==> config.mk <==
export PLATFORM = sky130hd
export DESIGN_NAME = serial_audio_fifo_regs
export DESIGN_NICKNAME = d
export VERILOG_FILES = /design/src/rtl/sfr_pkg.sv /design/src/rtl/sfr_cell.sv /design/src/rtl/sfr_chain.sv /design/src/rtl/serial_audio_fifo_regs.sv
export SDC_FILE = /design/constraint.sdc
export NUM_CORES = 1
export LEC_CHECK = 0
export ABC_AREA = 1
export BUFFER_PORTS_ARGS = -buffer_cell sky130_fd_sc_hd__buf_2
export CORE_MARGIN = 10
export CORE_UTILIZATION = 45
export CTS_BUF_LIST = sky130_fd_sc_hd__clkbuf_2
export DETAILED_ROUTE_END_ITERATION = 8
export GPL_ROUTABILITY_DRIVEN = 0
export MAX_ROUTING_LAYER = met4
export PLACE_DENSITY = 0.73
export SLEW_MARGIN = 0
export SYNTH_ARGS = -nofsm -noshare
export SYNTH_HDL_FRONTEND = slang
export SYNTH_SLANG_ARGS = --single-unit
==> constraint.sdc <==
create_clock -name clock -period 4 [get_ports clock]
set_input_delay 0 -clock clock [delete_from_list [all_inputs] [get_ports clock]]
set_output_delay 0 -clock clock [all_outputs]
set_load 0.05 [all_outputs]
==> src/rtl/sfr_pkg.sv <==
// Shared types, constants and status helpers for the audio serial FIFO register block.
// No dependencies; imported by every module under rtl/.
package sfr_pkg;

   localparam int FIFO_DEPTH = 8;
   localparam int CNT_W      = $clog2(FIFO_DEPTH + 1);
   localparam int HALF_LEVEL = FIFO_DEPTH / 2;

   localparam logic [31:0] VERSION_WORD = 32'h0201_0000;

   // control word bits
   localparam int CTL_SFTRST  = 31;
   localparam int CTL_CLKGATE = 30;
   localparam int CTL_ERR_EN  = 25;
   localparam int CTL_SVC_EN  = 24;
   localparam int CTL_RXMODE  = 1;
   localparam int CTL_RUN     = 0;

   // status word bits
   localparam int STAT_ALWAYS  = 31;
   localparam int STAT_DMA     = 16;
   localparam int STAT_UNDER   = 6;
   localparam int STAT_OVER    = 5;
   localparam int STAT_SVC     = 4;
   localparam int STAT_RUN     = 0;

   // error flag bits
   localparam int ERR_UNDER = 1;
   localparam int ERR_OVER  = 0;

   typedef enum logic [1:0] {
      MODE_READ  = 2'd0,
      MODE_WRITE = 2'd1,
      MODE_TICK  = 2'd2,
      MODE_NOP   = 2'd3
   } mode_type;

   typedef enum logic [1:0] {
      REG_CTRL = 2'd0,
      REG_STAT = 2'd1,
      REG_DATA = 2'd2,
      REG_VER  = 2'd3
   } reg_type;

   typedef enum logic [1:0] {
      ALIAS_PLAIN  = 2'd0,
      ALIAS_SET    = 2'd1,
      ALIAS_CLEAR  = 2'd2,
      ALIAS_TOGGLE = 2'd3
   } alias_type;

   // FIFO chain control from the register logic
   typedef struct packed {
      logic push;
      logic pop;
      logic flush;
   } fifo_ctl_type;

   // FIFO chain fill level, current and after this cycle
   typedef struct packed {
      logic [CNT_W-1:0] count;
      logic [CNT_W-1:0] count_next;
   } fifo_stat_type;

   function automatic logic is_running(input logic [31:0] ctl);
      return ctl[CTL_RUN] & ~ctl[CTL_CLKGATE] & ~ctl[CTL_SFTRST];
   endfunction

   function automatic logic [31:0] status_word(input logic [31:0] ctl,
                                               input logic [1:0] err,
                                               input logic [CNT_W-1:0] cnt);
      logic [31:0]      st;
      logic [CNT_W-1:0] half;
      logic             rx;
      st   = '0;
      half = CNT_W'(HALF_LEVEL);
      rx   = ctl[CTL_RXMODE];
      st[STAT_ALWAYS]  = 1'b1;
      st[STAT_UNDER]   = err[ERR_UNDER];
      st[STAT_OVER]    = err[ERR_OVER];
      st[STAT_SVC]     = rx ? (cnt >= half) : (cnt <= half);
      st[STAT_RUN]     = is_running(ctl);
      st[STAT_DMA]     = is_running(ctl) & (rx ? (cnt > half) : (cnt < half));
      return st;
   endfunction

endpackage

==> src/rtl/sfr_cell.sv <==
// One FIFO cell: holds a single word, loads a pushed word or takes its neighbor's on a pop.
// Depends on sfr_pkg.
module sfr_cell (
   input  logic        clock,
   input  logic        shift_en,
   input  logic        load_en,
   input  logic [31:0] nbr_word,
   input  logic [31:0] load_word,
   output logic [31:0] cell_word
);
   import sfr_pkg::*;

   logic [31:0] word_ff;
   logic [31:0] word_in;

   always_comb begin
      word_in = word_ff;
      if (shift_en) begin
         word_in = nbr_word;
      end else if (load_en) begin
         word_in = load_word;
      end
   end

   always_ff @(posedge clock) begin
      word_ff <= word_in;
   end

   assign cell_word = word_ff;

endmodule

==> src/rtl/sfr_chain.sv <==
// Shift FIFO built as a row of sfr_cell; cell 0 is always the head word.
// Depends on sfr_pkg and sfr_cell.
module sfr_chain (
   input  logic                  clock,
   input  logic                  reset,
   input  sfr_pkg::fifo_ctl_type ctl,
   input  logic [31:0]           push_word,
   output sfr_pkg::fifo_stat_type stat,
   output logic [31:0]           head_word
);
   import sfr_pkg::*;

   logic [CNT_W-1:0] count_ff;
   logic [CNT_W-1:0] count_in;
   logic [31:0]      words [FIFO_DEPTH];

   // pushes land at the fill level; pops shift every cell down by one
   for (genvar i = 0; i < FIFO_DEPTH; i++) begin : g_cell
      logic [31:0] nbr;
      if (i == FIFO_DEPTH - 1) begin : g_last
         assign nbr = '0;
      end else begin : g_mid
         assign nbr = words[i+1];
      end
      sfr_cell u_cell (
         .clock     (clock),
         .shift_en  (ctl.pop),
         .load_en   (ctl.push && (count_ff == CNT_W'(i))),
         .nbr_word  (nbr),
         .load_word (push_word),
         .cell_word (words[i])
      );
   end

   always_comb begin
      count_in = count_ff;
      if (ctl.flush) begin
         count_in = '0;
      end else if (ctl.push) begin
         count_in = count_ff + CNT_W'(1);
      end else if (ctl.pop) begin
         count_in = count_ff - CNT_W'(1);
      end
   end

   always_ff @(posedge clock) begin
      if (reset) begin
         count_ff <= '0;
      end else begin
         count_ff <= count_in;
      end
   end

   assign stat.count      = count_ff;
   assign stat.count_next = count_in;
   assign head_word       = words[0];

endmodule

==> src/rtl/serial_audio_fifo_regs.sv <==
// Top level of the audio serial interface register block with its shared frame FIFO.
// Depends on sfr_pkg and sfr_chain (which uses sfr_cell).
//
//   channel | dir | tdata (low bit up)                          | tuser (low bit up)
//   --------+-----+---------------------------------------------+--------------------------
//   req_    | in  | write_data[31:0], capture_frame[63:32]      | mode[1:0], reg_index[3:2],
//           |     |                                             | alias_req[5:4]
//   rsp_    | out | read_data[31:0], play_frame[63:32],         | play_valid[0]
//           |     | dma_request[64], irq[65], zero pad [71:66]  |
//
// For each transaction the register update, the FIFO push or pop and the status
// evaluation happen on the accepting edge and the result lands in the output register.
// The FIFO is a row of shift cells. A new request is taken while the output register
// is empty or being drained, so the block sustains one transaction per clock; a
// stalled rsp_ side holds off req_.
// Synchronous active-high reset clears control, error flags, FIFO level and rsp_tvalid;
// FIFO words are left as they are and are never read before being written.
module serial_audio_fifo_regs (
   input  logic        clock,
   input  logic        reset,
   input  logic        req_tvalid,
   output logic        req_tready,
   input  logic [63:0] req_tdata,   // write_data, capture_frame
   input  logic [5:0]  req_tuser,   // mode, reg_index, alias_req
   output logic        rsp_tvalid,
   input  logic        rsp_tready,
   output logic [71:0] rsp_tdata,   // read_data, play_frame, dma_request, irq, pad
   output logic [0:0]  rsp_tuser    // play_valid
);
   import sfr_pkg::*;

   // architectural state
   logic [31:0] ctl_ff, ctl_in;
   logic [1:0]  err_ff, err_in;

   // result register
   logic        rsp_valid_ff, rsp_valid_in;
   logic [31:0] rd_ff, rd_in;
   logic [31:0] pf_ff, pf_in;
   logic        pv_ff, pv_in;
   logic        dma_ff, dma_in;
   logic        irq_ff, irq_in;

   // request unpacking
   logic        accept;
   mode_type    mode;
   reg_type     reg_sel;
   alias_type   alias_sel;
   logic [31:0] write_data;
   logic [31:0] capture_frame;

   fifo_ctl_type  fctl;
   fifo_stat_type fstat;
   logic [31:0]   push_word;
   logic [31:0]   head_word;
   logic [31:0]   st_next;
   logic [1:0]    err_mask;

   assign req_tready    = !rsp_valid_ff || rsp_tready;
   assign accept        = req_tvalid && req_tready;
   assign mode          = mode_type'(req_tuser[1:0]);
   assign reg_sel       = reg_type'(req_tuser[3:2]);
   assign alias_sel     = alias_type'(req_tuser[5:4]);
   assign write_data    = req_tdata[31:0];
   assign capture_frame = req_tdata[63:32];

   sfr_chain u_chain (
      .clock     (clock),
      .reset     (reset),
      .ctl       (fctl),
      .push_word (push_word),
      .stat      (fstat),
      .head_word (head_word)
   );

   // Transaction decode. Push and pop are gated here by the current level, so the
   // chain never sees a push when full or a pop when empty.
   always_comb begin
      ctl_in    = ctl_ff;
      err_in    = err_ff;
      fctl      = '0;
      push_word = write_data;
      rd_in     = '0;
      pf_in     = '0;
      pv_in     = 1'b0;
      err_mask  = {write_data[STAT_UNDER], write_data[STAT_OVER]};

      if (accept) begin
         unique case (mode)
            MODE_READ: begin
               unique case (reg_sel)
                  REG_CTRL: rd_in = ctl_ff;
                  REG_STAT: rd_in = status_word(ctl_ff, err_ff, fstat.count);
                  REG_DATA: begin
                     if (fstat.count != '0) begin
                        rd_in    = head_word;
                        fctl.pop = 1'b1;
                     end else begin
                        err_in[ERR_UNDER] = 1'b1;
                     end
                  end
                  REG_VER:  rd_in = VERSION_WORD;
                  default:  rd_in = '0;
               endcase
            end
            MODE_WRITE: begin
               unique case (reg_sel)
                  REG_CTRL: begin
                     unique case (alias_sel)
                        ALIAS_PLAIN:  ctl_in = write_data;
                        ALIAS_SET:    ctl_in = ctl_ff | write_data;
                        ALIAS_CLEAR:  ctl_in = ctl_ff & ~write_data;
                        ALIAS_TOGGLE: ctl_in = ctl_ff ^ write_data;
                        default:      ctl_in = ctl_ff;
                     endcase
                     // leaving soft reset empties the FIFO
                     fctl.flush = ctl_ff[CTL_SFTRST] & ~ctl_in[CTL_SFTRST];
                  end
                  REG_STAT: begin
                     // only the set alias sets flags; every other alias is W1C
                     if (alias_sel == ALIAS_SET) begin
                        err_in = err_ff | err_mask;
                     end else begin
                        err_in = err_ff & ~err_mask;
                     end
                  end
                  REG_DATA: begin
                     if (fstat.count != CNT_W'(FIFO_DEPTH)) begin
                        fctl.push = 1'b1;
                     end else begin
                        err_in[ERR_OVER] = 1'b1;
                     end
                  end
                  REG_VER:  ;
                  default:  ;
               endcase
            end
            MODE_TICK: begin
               if (is_running(ctl_ff)) begin
                  if (ctl_ff[CTL_RXMODE]) begin
                     push_word = capture_frame;
                     if (fstat.count != CNT_W'(FIFO_DEPTH)) begin
                        fctl.push = 1'b1;
                     end else begin
                        err_in[ERR_OVER] = 1'b1;
                     end
                  end else begin
                     pv_in = 1'b1;
                     if (fstat.count != '0) begin
                        pf_in    = head_word;
                        fctl.pop = 1'b1;
                     end else begin
                        err_in[ERR_UNDER] = 1'b1;
                     end
                  end
               end
            end
            MODE_NOP: ;
            default:  ;
         endcase
      end

      // status after this transaction
      st_next = status_word(ctl_in, err_in, fstat.count_next);
      dma_in  = st_next[STAT_DMA];
      irq_in  = (st_next[STAT_SVC] & ctl_in[CTL_SVC_EN]) |
                ((st_next[STAT_UNDER] | st_next[STAT_OVER]) & ctl_in[CTL_ERR_EN]);

      if (accept) begin
         rsp_valid_in = 1'b1;
      end else if (rsp_tready) begin
         rsp_valid_in = 1'b0;
      end else begin
         rsp_valid_in = rsp_valid_ff;
      end
   end

   always_ff @(posedge clock) begin
      if (reset) begin
         ctl_ff       <= '0;
         err_ff       <= '0;
         rsp_valid_ff <= 1'b0;
      end else begin
         ctl_ff       <= ctl_in;
         err_ff       <= err_in;
         rsp_valid_ff <= rsp_valid_in;
      end
   end

   // result payload only moves on an accepted transaction
   always_ff @(posedge clock) begin
      if (accept) begin
         rd_ff  <= rd_in;
         pf_ff  <= pf_in;
         pv_ff  <= pv_in;
         dma_ff <= dma_in;
         irq_ff <= irq_in;
      end
   end

   assign rsp_tvalid = rsp_valid_ff;
   assign rsp_tdata  = {6'd0, irq_ff, dma_ff, pf_ff, rd_ff};
   assign rsp_tuser  = pv_ff;

   // FIFO level never passes its depth
   a_level_bound: assert property (@(posedge clock) disable iff (reset)
      fstat.count <= CNT_W'(FIFO_DEPTH))
      else $error("FIFO level above depth");

   // leaving soft reset leaves the FIFO empty
   a_flush_empties: assert property (@(posedge clock) disable iff (reset)
      fctl.flush |=> (fstat.count == '0))
      else $error("FIFO not empty after soft reset release");

   // no frame is played without a transmit tick
   a_frame_zero: assert property (@(posedge clock) disable iff (reset)
      (rsp_valid_ff && !pv_ff) |-> (pf_ff == '0))
      else $error("play frame nonzero without play valid");

   // a DMA request only shows while the interface runs
   a_dma_running: assert property (@(posedge clock) disable iff (reset)
      (rsp_valid_ff && dma_ff) |-> is_running(ctl_ff))
      else $error("DMA request while not running");

endmodule

==> results.md <==
- Outcome: complete, no violations
- Worst-skew pair later-pin latency: approximately 0.92 ns
- All-Layer GR Usage: 0.204
- PD cells: 358 nW/um^2
- Post-DP Area: about 18,000 um^2
- Routed WL: 47,800 um
- Die area: 46,400 um^2
- Io pins: ~150
- ANT nets after route: 0
- CTS Sinks: 362
- WL/cell: between 15 and 20 um
- Commonest non-fill, non-tap cell in the layout: nand2_1
- Initial drt markers: between 1,000 and 1,500
- Setup_tns: 0 ns
- Routed vias/inst: ~5.5
- Setup CP Type: flop to flop
- Vias: 14,200
- CP Capture Type: flop
- Clock Power Share: 0.332
- Die Wd: 215 um
- MaxCap Viol Count: 0
- Drt first pass iters: 6
- Clock transition at the registers of the reported paths: 0.11 ns
- Htree depth: 3
- Worst Max-Slew Pin Slew: 1.18 ns
- I/O Buffers: 142
- First-pass GRT wire length: 75,300 um
- Final Hold Viols: 0
- Slew headroom: 0.213
- Post-synthesis sequential area ratio: 0.591
- Final Core Density: 0.545
- Die Ht: 215 um
- HPWL Detailed: between 20,000 and 30,000 um
- Top cell type's share of synthesized area: 0.508
- Grt ovf: 0
- DRC errors left: 0
- Starting Density: 0.456
- Layout cell share with drive strength beyond 1: 0.174
- Largest cells by area after synthesis: edfxtp_1 51%, dfxtp_1 8.3%, nand2_1 7.4%, nand3_1 7.0%, ha_1 5.5%
- Initial antenna violation count: 1
- Largest net degree at the start of global routing: 121
- Largest area contributor in the netlist: edfxtp_1
- Comb power frac: 0.103
- Max clock buf depth: 3
- Netlist cell types: 41
- Seq pwr share: 0.565
- Mapped Area: approximately 17,000 um^2
- Area grow syn2layout: 19.5%
- Worst hold path class: input pin to flop
- FMAX: ~320 MHz
- Num CTS Buffers: 86
- Critical Path AT: 3.93 ns
- Total Nets Final: 2,151
- Switching Share: 0.271
- Clk root buf: clkbuf_2
- Final worst-path cycle share: 0.790
- Skew final: 0.0951 ns
- CP Launch Type: flop
- #FFs+latches synth: 362
- Worst Path Required: 4.77 ns
- CTS tree: yes
- Gate Count Post-Synth: 1,711
- YS warnings: 0
- Final setup fails: 0
- LEAKAGE: around 8.5 nW
- Internal Power: ~5.4 mW
- Switch Pwr: around 2.0 mW
- Row cnt: between 70 and 80
- Max FO, Critical Path: 5
- Fin. max-slew vios: 0
- Avg Cell Area, Syn: about 10 um^2
- Finished Cell Area: a little over 20,000 um^2
- Number of global-route vias before repair: 14,100
- Core Region: 37,700 um^2
- Unrepaired setup endpoints after global routing: false
- Hold Slack: 0.111 ns
- Tmin final: 3.16 ns
- Most frequent cells in the layout: 337 x nand2_1, 291 x edfxtp_1, 242 x nand3_1, 142 x buf_2, 141 x dlygate4sd3_1
- Peak VDD IR: ~140 uV
==> cell type report <==
cell class	count	area, um^2
antenna	1	2.50
timing repair buffer	311	2360
fill	3197	17100
multi-input combinational	1094	6020
tap	511	639
clock buffer	131	656
sequential	362	10200
inverter	146	548
clock inverter	25	149
==> power by group through the flow <==
| stage | clock [mW] | combinational, mW | sequential (mW) |
|---|---|---|---|
| after floorplan | 0 | 0.332 | 4.35 |
| after global placement | 0 | 0.626 | 4.23 |
| after detailed placement | 0 | 0.647 | 4.24 |
| after CTS | 2.49 | 0.743 | 4.15 |
| after global routing | 2.70 | 0.818 | 4.16 |
| final | 2.44 | 0.761 | 4.15 |
==> Yosys cell counts, drive strengths merged <==
cell type  instances
a31oi              2
nand2            348
inv              143
conb               1
nand4              4
a221oi            46
dfxtp             71
xnor2              1
edfxtp           291
nor2             123
clkinv             3
o21a               2
o211ai             7
a22oi              2
nand3            245
o31ai              4
buf               86
o21ai             88
nor3               2
o22ai              4
clkbuf            28
a21oi            130
xor2               1
and2               1
ha                76
or2                1
o211a              1
==> per-layer routing <==
metal / GRT usage / vias up / routed length [um]
li1: - / 6561 / -
met1: 0.253 / 6780 / 19400
met2: 0.313 / 739 / 22200
met3: 0.0530 / 135 / 4600
met4: 0.0857 / 0 / 1610
met5: - / - / 0
==> metrics by stage <==
stage | total power, mW | instances | setup WS [ns]
6_report | 7.36 | 2581 | 0.840
5_1_grt | 7.68 | 2581 | 0.707
4_1_cts | 7.38 | 2580 | 0.941
3_5_place_dp | 4.88 | 2283 | 1.04
3_3_place_gp | 4.86 | 2283 | 1.11
2_1_floorplan | 4.68 | 1716 | -0.323
==> worst max-delay path: stages, from the launching register on <==
cell and delay, ns:
dfxtp_1 0.45, inv_1 0.07, ha_1 0.27, nand2_1 0.07
nand3_1 0.07, nor2_1 0.09, dlygate4sd3_1 0.60, nand2_1 0.07
dlygate4sd3_1 0.57, o21ai_0 0.12, dlygate4sd3_1 0.60, nor2_1 0.04
==> final timing paths <==
kind,start,endpoint,slack (ns),cells past startpoint
worst max-delay path,ctl_ff[31],ctl_ff[31],0.84,11
worst min-delay path,req_tdata[34],u_chain.g_cell[7].u_cell.cell_word[2],0.11,6
worst max register to register,ctl_ff[31],ctl_ff[31],0.84,11
worst min register to register,u_chain.g_cell[7].u_cell.cell_word[19],u_chain.g_cell[7].u_cell.cell_word[19],0.46,2
==> flip-flops by register name (all words and copies together), names as in the netlist, 2 cells and up <==
register	cells
pf_ff	32
rd_ff	32
err_ff	2
u_chain.g_cell.u_cell.cell_word	256
u_chain.count_ff	4
ctl_ff	32
==> repair_timing <==
action                    in CTS  in global routing
gates resized for setup        0                  0
hold endpoints to repair     310                  0
hold buffers                 141                  0
setup buffers                  0                  0
==> kinds of logic after synthesis <==
logic type	count (synthesis)	synth area share
DFF	362	0.591
xor gates and xnor gates	2	0.00102
AOI/OAI and AO/OA	286	0.104
adders and majority gates	76	0.0553
other	1	0.000218
and+or+nand+nor	724	0.184
buffers and inverters	260	0.0651
No activity file was read; power rests on OpenSTA's default activity.
